<file path="config.mk">
export PLATFORM = sky130hd
export DESIGN_NAME = countdown_timer_controller
export DESIGN_NICKNAME = d
export VERILOG_FILES = /design/src/rtl/ctc_pkg.sv /design/src/rtl/ctc_apb_regs.sv /design/src/rtl/ctc_step.sv /design/src/rtl/countdown_timer_controller.sv
export SDC_FILE = /design/constraint.sdc
export NUM_CORES = 1
export LEC_CHECK = 0
export BUFFER_PORTS_ARGS = -buffer_cell sky130_fd_sc_hd__buf_2
export CORE_MARGIN = 2
export CORE_UTILIZATION = 30
export DETAILED_ROUTE_END_ITERATION = 10
export HOLD_SLACK_MARGIN = 0.02
export PLACE_DENSITY = 0.56
export SYNTH_ARGS = -nofsm -noshare
export SYNTH_HDL_FRONTEND = slang
export SYNTH_SLANG_ARGS = --single-unit
</file>
<file path="constraint.sdc">
create_clock -name aclk -period 14.4 [get_ports aclk]
set_clock_uncertainty 0.05 [all_clocks]
set_input_delay 2.88 -clock aclk [delete_from_list [all_inputs] [get_ports aclk]]
set_output_delay 2.88 -clock aclk [all_outputs]
set_load 0.05 [all_outputs]
</file>
<file path="src/rtl/ctc_pkg.sv">
// ----------------------------------------------------------------------------
// ctc_pkg
// Types, codes and reset values shared by the countdown timer controller.
// ----------------------------------------------------------------------------
`timescale 1ns / 1ps

package ctc_pkg;

    localparam int ADDR_W       = 5;
    localparam int DATA_W       = 32;
    localparam int S_TDATA_W    = 24;
    localparam int M_TDATA_W    = 40;

    localparam logic [7:0] LEFT_X_RST      = 8'd186;
    localparam logic [7:0] RIGHT_X_RST     = 8'd224;
    localparam logic [7:0] STOP_TOP_RST    = 8'd34;
    localparam logic [7:0] PLAY_TOP_RST    = 8'd76;
    localparam logic [7:0] PAUSE_TOP_RST   = 8'd118;
    localparam logic [7:0] BTN_HEIGHT_RST  = 8'd38;

    localparam logic [5:0] STEP_SECONDS = 6'd30;
    localparam logic [5:0] MAX_MINUTE   = 6'd59;
    localparam logic [5:0] MAX_SECOND   = 6'd59;
    localparam logic [9:0] MAX_MILLI    = 10'd999;

    typedef enum logic [2:0] {
        REG_LEFT_X     = 3'd0,
        REG_RIGHT_X    = 3'd1,
        REG_STOP_TOP   = 3'd2,
        REG_PLAY_TOP   = 3'd3,
        REG_PAUSE_TOP  = 3'd4,
        REG_BTN_HEIGHT = 3'd5
    } reg_idx_t;

    typedef enum logic {
        CMD_TICK  = 1'b0,
        CMD_FRAME = 1'b1
    } cmd_t;

    typedef enum logic [1:0] {
        RUN_STOP  = 2'd0,
        RUN_PLAY  = 2'd1,
        RUN_PAUSE = 2'd2
    } run_mode_t;

    typedef enum logic [1:0] {
        COLOUR_STOP    = 2'd0,
        COLOUR_PLAY    = 2'd1,
        COLOUR_PAUSE   = 2'd2,
        COLOUR_EXPIRED = 2'd3
    } colour_t;

    typedef struct packed {
        logic [7:0] left_x;
        logic [7:0] right_x;
        logic [7:0] stop_top;
        logic [7:0] play_top;
        logic [7:0] pause_top;
        logic [7:0] height;
    } ctc_cfg_t;

    typedef struct packed {
        cmd_t       cmd;
        logic       key_up;
        logic       key_dn;
        logic [7:0] touch_x;
        logic [7:0] touch_y;
    } ctc_item_t;

    typedef struct packed {
        logic [5:0]  minutes;
        logic [5:0]  seconds;
        logic [9:0]  millis;
        logic [11:0] preset;
        run_mode_t   run;
        logic        tick_en;
        colour_t     colour;
    } ctc_state_t;

endpackage

</file>
<file path="src/rtl/ctc_apb_regs.sv">
// ----------------------------------------------------------------------------
// ctc_apb_regs
// APB register file holding the touch button geometry.
// ----------------------------------------------------------------------------
`timescale 1ns / 1ps

module ctc_apb_regs
    import ctc_pkg::*;
#(
    parameter int AW = ADDR_W
) (
    input  logic           aclk,
    input  logic           aresetn,
    input  logic           psel,
    input  logic           penable,
    input  logic           pwrite,
    input  logic [AW-1:0]  paddr,
    input  logic [31:0]    pwdata,
    output logic [31:0]    prdata,
    output logic           pready,
    output ctc_cfg_t       cfg
);

    ctc_cfg_t cfg_reg, cfg_next;
    logic     wr_en;
    reg_idx_t idx;

    assign pready = 1'b1;
    assign wr_en  = psel & penable & pwrite;
    assign idx    = reg_idx_t'(paddr[4:2]);
    assign cfg    = cfg_reg;

    always_comb begin
        cfg_next = cfg_reg;
        if (wr_en) begin
            unique case (idx)
                REG_LEFT_X:     cfg_next.left_x    = pwdata[7:0];
                REG_RIGHT_X:    cfg_next.right_x   = pwdata[7:0];
                REG_STOP_TOP:   cfg_next.stop_top  = pwdata[7:0];
                REG_PLAY_TOP:   cfg_next.play_top  = pwdata[7:0];
                REG_PAUSE_TOP:  cfg_next.pause_top = pwdata[7:0];
                REG_BTN_HEIGHT: cfg_next.height    = pwdata[7:0];
                default:        cfg_next = cfg_reg;
            endcase
        end
    end

    always_comb begin
        unique case (idx)
            REG_LEFT_X:     prdata = {24'd0, cfg_reg.left_x};
            REG_RIGHT_X:    prdata = {24'd0, cfg_reg.right_x};
            REG_STOP_TOP:   prdata = {24'd0, cfg_reg.stop_top};
            REG_PLAY_TOP:   prdata = {24'd0, cfg_reg.play_top};
            REG_PAUSE_TOP:  prdata = {24'd0, cfg_reg.pause_top};
            REG_BTN_HEIGHT: prdata = {24'd0, cfg_reg.height};
            default:        prdata = 32'd0;
        endcase
    end

    always_ff @(posedge aclk) begin
        if (!aresetn) begin
            cfg_reg.left_x    <= LEFT_X_RST;
            cfg_reg.right_x   <= RIGHT_X_RST;
            cfg_reg.stop_top  <= STOP_TOP_RST;
            cfg_reg.play_top  <= PLAY_TOP_RST;
            cfg_reg.pause_top <= PAUSE_TOP_RST;
            cfg_reg.height    <= BTN_HEIGHT_RST;
        end else begin
            cfg_reg <= cfg_next;
        end
    end

endmodule

</file>
<file path="src/rtl/ctc_step.sv">
// ----------------------------------------------------------------------------
// ctc_step
// Next-state logic for one item: millisecond countdown, preset keys, touch.
// ----------------------------------------------------------------------------
`timescale 1ns / 1ps

module ctc_step
    import ctc_pkg::*;
(
    input  ctc_cfg_t   cfg,
    input  ctc_state_t cur,
    input  ctc_item_t  item,
    output ctc_state_t nxt,
    output logic       expired
);

    // returns {minutes, seconds}
    function automatic logic [11:0] key_up_fn(input logic [5:0] m, input logic [5:0] s);
        logic [11:0] r;
        r = {m, s};
        if (!(m >= MAX_MINUTE && s >= STEP_SECONDS)) begin
            if (s >= STEP_SECONDS) begin
                r = {m + 6'd1, s - STEP_SECONDS};
            end else begin
                r = {m, s + STEP_SECONDS};
            end
        end
        return r;
    endfunction

    function automatic logic [11:0] key_dn_fn(input logic [5:0] m, input logic [5:0] s);
        logic [11:0] r;
        if (s >= STEP_SECONDS) begin
            r = {m, s - STEP_SECONDS};
        end else if (m != 6'd0) begin
            r = {m - 6'd1, s + STEP_SECONDS};
        end else begin
            r = {m, 6'd0};
        end
        return r;
    endfunction

    function automatic logic hit(input ctc_cfg_t c, input logic [7:0] x,
                                 input logic [7:0] y, input logic [7:0] top);
        logic [8:0] bottom;
        bottom = {1'b0, top} + {1'b0, c.height};
        return (x >= c.left_x) && (x <= c.right_x) && (y >= top) &&
               ({1'b0, y} <= bottom);
    endfunction

    logic [11:0] after_up;
    logic [11:0] after_down;
    logic [11:0] sixty_m;
    logic        touched;
    logic        keys_on;

    assign after_up   = item.key_up ? key_up_fn(cur.minutes, cur.seconds)
                                    : {cur.minutes, cur.seconds};
    assign after_down = item.key_dn ? key_dn_fn(after_up[11:6], after_up[5:0])
                                    : after_up;
    // 60*m = 64*m - 4*m
    assign sixty_m    = {after_down[11:6], 6'd0} - {4'd0, after_down[11:6], 2'd0};
    assign touched    = (item.touch_x != 8'd0) || (item.touch_y != 8'd0);
    assign keys_on    = (cur.run == RUN_STOP) && (item.key_up || item.key_dn);

    always_comb begin
        nxt     = cur;
        expired = 1'b0;
        if (item.cmd == CMD_TICK) begin
            if (cur.tick_en) begin
                if (cur.millis != 10'd0 || cur.seconds != 6'd0 || cur.minutes != 6'd0) begin
                    if (cur.millis == 10'd0) begin
                        nxt.millis = MAX_MILLI;
                        if (cur.seconds == 6'd0) begin
                            nxt.seconds = MAX_SECOND;
                            nxt.minutes = cur.minutes - 6'd1;
                        end else begin
                            nxt.seconds = cur.seconds - 6'd1;
                        end
                    end else begin
                        nxt.millis = cur.millis - 10'd1;
                    end
                end else begin
                    expired     = 1'b1;
                    nxt.colour  = COLOUR_EXPIRED;
                    nxt.tick_en = 1'b0;
                end
            end
        end else begin
            if (keys_on) begin
                nxt.minutes = after_down[11:6];
                nxt.seconds = after_down[5:0];
                nxt.preset  = sixty_m + {6'd0, after_down[5:0]};
            end
            // later regions override earlier ones
            if (touched && hit(cfg, item.touch_x, item.touch_y, cfg.stop_top)) begin
                nxt.tick_en = 1'b0;
                nxt.minutes = 6'd0;
                nxt.seconds = 6'd0;
                nxt.millis  = 10'd0;
                nxt.run     = RUN_STOP;
                nxt.colour  = COLOUR_STOP;
            end
            if (touched && hit(cfg, item.touch_x, item.touch_y, cfg.play_top)) begin
                nxt.tick_en = 1'b1;
                nxt.run     = RUN_PLAY;
                nxt.colour  = COLOUR_PLAY;
            end
            if (touched && hit(cfg, item.touch_x, item.touch_y, cfg.pause_top)) begin
                nxt.tick_en = 1'b0;
                nxt.run     = RUN_PAUSE;
                nxt.colour  = COLOUR_PAUSE;
            end
        end
    end

endmodule

</file>
<file path="src/rtl/countdown_timer_controller.sv">
// An accepted item is held in the input register; its result is then registered behind m_tvalid.
// Throughput: one item per cycle unless m_ stalls; state_reg updates once per item.
// Input and result registers part the two streams, so stalls on m_ side do not lose items.
// Reset (aresetn low, synchronous): count, preset, run state, tick enable and colour
// clear to zero/stop, both stages empty, button geometry back to its defaults.
// ----------------------------------------------------------------------------
// countdown_timer_controller
// Millisecond countdown timer with preset keys and touch buttons.
// ----------------------------------------------------------------------------
`timescale 1ns / 1ps

module countdown_timer_controller
    import ctc_pkg::*;
#(
    parameter int AW = ADDR_W
) (
    input  logic                  aclk,
    input  logic                  aresetn,
    // APB
    input  logic                  psel,
    input  logic                  penable,
    input  logic                  pwrite,
    input  logic [AW-1:0]         paddr,
    input  logic [DATA_W-1:0]     pwdata,
    output logic [DATA_W-1:0]     prdata,
    output logic                  pready,
    // input stream
    input  logic                  s_tvalid,
    output logic                  s_tready,
    // key_up[0], key_dn[1], touch_x[9:2], touch_y[17:10], zero pad
    input  logic [S_TDATA_W-1:0]  s_tdata,
    // cmd[0]
    input  logic                  s_tuser,
    // result stream
    output logic                  m_tvalid,
    input  logic                  m_tready,
    // minutes[5:0], seconds[11:6], millis[21:12], preset_seconds[33:22],
    // run_mode[35:34], colour_mode[37:36], expired[38], zero pad
    output logic [M_TDATA_W-1:0]  m_tdata
);

    ctc_cfg_t   cfg;
    ctc_state_t state_reg, state_next;
    ctc_item_t  item_reg;
    logic       in_valid_reg;
    logic       out_valid_reg;
    logic       out_ready;
    logic       consume;
    logic       step_expired;
    logic [M_TDATA_W-1:0] out_data_reg, out_data_next;

    ctc_apb_regs #(
        .AW (AW)
    ) u_regs (
        .aclk    (aclk),
        .aresetn (aresetn),
        .psel    (psel),
        .penable (penable),
        .pwrite  (pwrite),
        .paddr   (paddr),
        .pwdata  (pwdata),
        .prdata  (prdata),
        .pready  (pready),
        .cfg     (cfg)
    );

    ctc_step u_step (
        .cfg     (cfg),
        .cur     (state_reg),
        .item    (item_reg),
        .nxt     (state_next),
        .expired (step_expired)
    );

    assign out_ready = !out_valid_reg || m_tready;
    assign consume   = in_valid_reg && out_ready;
    assign s_tready  = !in_valid_reg || out_ready;
    assign m_tvalid  = out_valid_reg;
    assign m_tdata   = out_data_reg;

    assign out_data_next = {1'b0, step_expired, state_next.colour, state_next.run,
                            state_next.preset, state_next.millis, state_next.seconds,
                            state_next.minutes};

    always_ff @(posedge aclk) begin
        if (!aresetn) begin
            in_valid_reg  <= 1'b0;
            out_valid_reg <= 1'b0;
            state_reg     <= '{minutes: 6'd0, seconds: 6'd0, millis: 10'd0,
                               preset: 12'd0, run: RUN_STOP, tick_en: 1'b0,
                               colour: COLOUR_STOP};
        end else begin
            if (s_tready) begin
                in_valid_reg <= s_tvalid;
            end
            if (out_ready) begin
                out_valid_reg <= in_valid_reg;
            end
            if (consume) begin
                state_reg <= state_next;
            end
        end
    end

    always_ff @(posedge aclk) begin
        if (s_tvalid && s_tready) begin
            item_reg <= '{cmd: cmd_t'(s_tuser), key_up: s_tdata[0], key_dn: s_tdata[1],
                          touch_x: s_tdata[9:2], touch_y: s_tdata[17:10]};
        end
        if (consume) begin
            out_data_reg <= out_data_next;
        end
    end

    a_expired_colour: assert property (@(posedge aclk) disable iff (!aresetn)
        m_tvalid && m_tdata[38] |-> m_tdata[37:36] == COLOUR_EXPIRED)
        else $error("expired result without expired colour");

    a_frame_no_expiry: assert property (@(posedge aclk) disable iff (!aresetn)
        in_valid_reg && item_reg.cmd == CMD_FRAME |-> !step_expired)
        else $error("frame item flagged expiry");

    a_count_range: assert property (@(posedge aclk) disable iff (!aresetn)
        state_reg.minutes <= MAX_MINUTE && state_reg.seconds <= MAX_SECOND &&
        state_reg.millis <= MAX_MILLI)
        else $error("count out of range");

    a_state_holds: assert property (@(posedge aclk) disable iff (!aresetn)
        !consume |=> $stable(state_reg))
        else $error("state changed without an item");

endmodule
</file>
==> results.ini <==
[outcome]
status=complete, no violations

[grt]
antenna_found_initial=0
grt_pass1_wl_um=46400
first_global_vias=8480
grt_start_max_net_pins=73
overflow=0
grt_usage_pct=16.2

[floorplanning]
initial_utilization_pct=30.4
num_io_pins=144
die_w_um=191
rows=68
coreArea_um2=34500
dieArea_um2=36500
die_y_um=191

[critical_path]
endpoint_kind=output pin
cp.required_ps=11470
worstPathArrival_ps=4290
crit_end=prdata[4]
cp_max_fo=28
reg2reg_from=state_reg[33]$_SDFFE_PN0P_
worstSetupPathType=in -> out
crit_start=paddr[2]
startpoint_type=primary input
path_cells=buf_2 > nor2b_1 > a22oi_1 > o22ai_1 > buf_2
r2r_setup_slack_ps=8800
critPathMaxStageDelay_ps=370
cp_slowest_cell=buf_2
critical_path.most_common_cell=buf_2
reg2reg_to=m_tdata[32]$_DFFE_PP_
reg2reg_depth=18

[clock_network]
cts_max_path_buffers=2
post_cts_buffers=0
cts_root_buffer=clkbuf_16
cts.sinks=147
cts_resized=0
cts_made_buffers=17
hold_buffers=0
clock_latency_ps=440
cts_tree=done
cts_max_level=4
clk_pin_slew_ps=70

[placed_design]
placed_cells=1700
hpwl_um=21200
port_buffers=85
place_congestion=0.850

[power_and_ir_drop]
leakage_nw=5.01
power_frac_comb_pct=26.0
vdd_drop_max_mv=0.116
swShare_pct=33.1
power.share.sequential_pct=36.1
p_switching_mw=0.437
p_int_mw=0.885
power_frac_clock_pct=37.9
power_density_nw_per_um2=111

[synthesis]
yosys_warnings=0
synth_cell_types=83
ys_seq_area_share_pct=33.6
avgSynthCellArea_um2=8.71
syn-cell-area_um2=10500
ys_seq_elements=147
async_flop_share_pct=0
yosys_most_used_dff=dfxtp_1
synth-edff-count=58
syn_inst=1204

[drt]
num_vias=8898
wl_per_cell_um=16.6
ant_nets=0
drc_errors=0
drtIter0Drc=620
drt-pass1-iter-count=5
postRouteWirelength_um=28700
viasPerCell=5.14

[finish]
largest_register_ffs=48
syn_to_final_growth_pct=13.5
antenna_cells=0
nets=1441
drive_gt1_share_pct=12.5
stdcell_count=1732

[timing]
final-hold-violation-count=0
rsz0062_at_grt=false
fmax_ghz=0.138
final-max-slew-violation-count=0
finalSetupTns_ps=0
whs_ps=408
slew_headroom_pct=20.7
setup_viol=0
fin_crit_ps=7220
worst_slew_pin_slew_ps=1180
fin_crit_sh_pct=50.2

[job]
maxCapViolations=0

[worst_hold_path]
whs_path_depth=2
hp-class=reg -> reg

-- cells in the final DEF (no fill, tap or decap), types with 22 or more instances in the layout --
| cell type | count |
|---|---|
| o21ai_0 | 54 |
| conb_1 | 26 |
| edfxtp_1 | 58 |
| nor3_1 | 23 |
| dfxtp_1 | 89 |
| nor2_1 | 92 |
| nand3_1 | 29 |
| inv_1 | 80 |
| mux2i_1 | 42 |
| a21o_1 | 38 |
| a21oi_1 | 74 |
| buf_2 | 85 |
| ha_1 | 105 |
| xnor2_1 | 23 |
| o21a_1 | 22 |
| nand2_1 | 128 |
| o211ai_1 | 28 |
-- metrics by stage --
stage | total power [mW] | setup WS [ps] | utilization, % | area [µm²]
2_1_floorplan | 0.751 | 6800 | - | 10600
3_3_place_gp | 0.823 | 7210 | 32.7 | 11300
3_5_place_dp | 0.827 | 7230 | 32.7 | 11300
4_1_cts | 1.33 | 7220 | 34.6 | 11900
5_1_grt | 1.39 | 7100 | 34.6 | 11900
6_report | 1.32 | 7180 | 34.6 | 11900
-- Yosys cell counts (all sizes together) (4+ instances only) --
cell | instances | area [µm²]
a211oi | 13 | 97.6
nand3 | 29 | 145
nor3 | 24 | 131
o211ai | 30 | 235
a21boi | 4 | 33.8
o21bai | 8 | 60.1
inv | 80 | 300
and2 | 7 | 43.8
a22oi | 4 | 30.0
or4 | 4 | 30.0
mux2i | 44 | 448
nor4 | 7 | 43.8
o21a | 22 | 165
nor2b | 8 | 50.1
nand2b | 19 | 119
o31ai | 5 | 37.5
nand4 | 19 | 119
edfxtp | 58 | 1740
o21ba | 4 | 40.0
a21o | 38 | 285
o22ai | 9 | 56.3
buf | 37 | 248
nor2 | 93 | 352
or2 | 4 | 27.5
clkbuf | 42 | 158
o21ai | 59 | 299
a211o | 5 | 43.8
nand2 | 128 | 480
a21oi | 74 | 370
or3 | 15 | 93.8
and3 | 5 | 31.3
mux2 | 6 | 71.3
o211a | 5 | 50.1
ha | 105 | 1310
xor2 | 7 | 61.3
dfxtp | 89 | 1780
xnor2 | 23 | 201
a31oi | 14 | 93.8
a221oi | 5 | 78.8
-- cell families after synthesis --
logic type	Yosys count	share of synthesized area, %
other cells	2	0.0716
fa+ha+maj	108	13.1
simple gates	369	16.4
flops	147	33.6
xor+xnor	30	2.50
compound gates	337	22.4
mux	51	5.16
buf+inv	160	6.76
-- final cells by class --
| type | count | area, µm² |
|---|---|---|
| clock buffers | 17 | 425 |
| clock inverters | 15 | 229 |
| fillers | 3593 | 22600 |
| inverters | 81 | 304 |
| multi-input cells | 921 | 6350 |
| flip-flops and latches | 147 | 3520 |
| well taps | 455 | 569 |
| repair buffers | 96 | 508 |
-- power groups by stage --
stage	logic [mW]	registers [mW]	clock network [mW]
after floorplan	0.246	0.505	0
final	0.344	0.477	0.502
after detailed placement	0.341	0.486	0
after CTS	0.343	0.477	0.513
after global placement	0.338	0.485	0
after global routing	0.381	0.480	0.528
-- critical path, delay by kind of cell --
family	cells	cell delay, ps
buffers and inverters	2	700
AO/OA/AOI/OAI	2	390
AND/OR/NAND/NOR	1	310
-- per-layer routing --
metal / up-vias / global-route usage [%] / wire [µm]
met1: 4201 / 22.4 / 14100
met2: 214 / 26.1 / 13100
met3: 28 / 2.75 / 1180
li1: 4455 / - / -
met4: 0 / 3.85 / 380
met5: - / 0 / 0
-- worst min path at each step --
stage                                           from                          to
after floorplan           state_reg[10]$_SDFFE_PN0P_  state_reg[10]$_SDFFE_PN0P_
after global placement    state_reg[10]$_SDFFE_PN0P_  state_reg[10]$_SDFFE_PN0P_
after detailed placement   state_reg[9]$_SDFFE_PN0P_   state_reg[9]$_SDFFE_PN0P_
after CTS                  state_reg[9]$_SDFFE_PN0P_   state_reg[9]$_SDFFE_PN0P_
after global routing      state_reg[10]$_SDFFE_PN0P_  state_reg[10]$_SDFFE_PN0P_
final                     state_reg[10]$_SDFFE_PN0P_  state_reg[10]$_SDFFE_PN0P_
No activity file was read; power rests on OpenSTA's default activity.
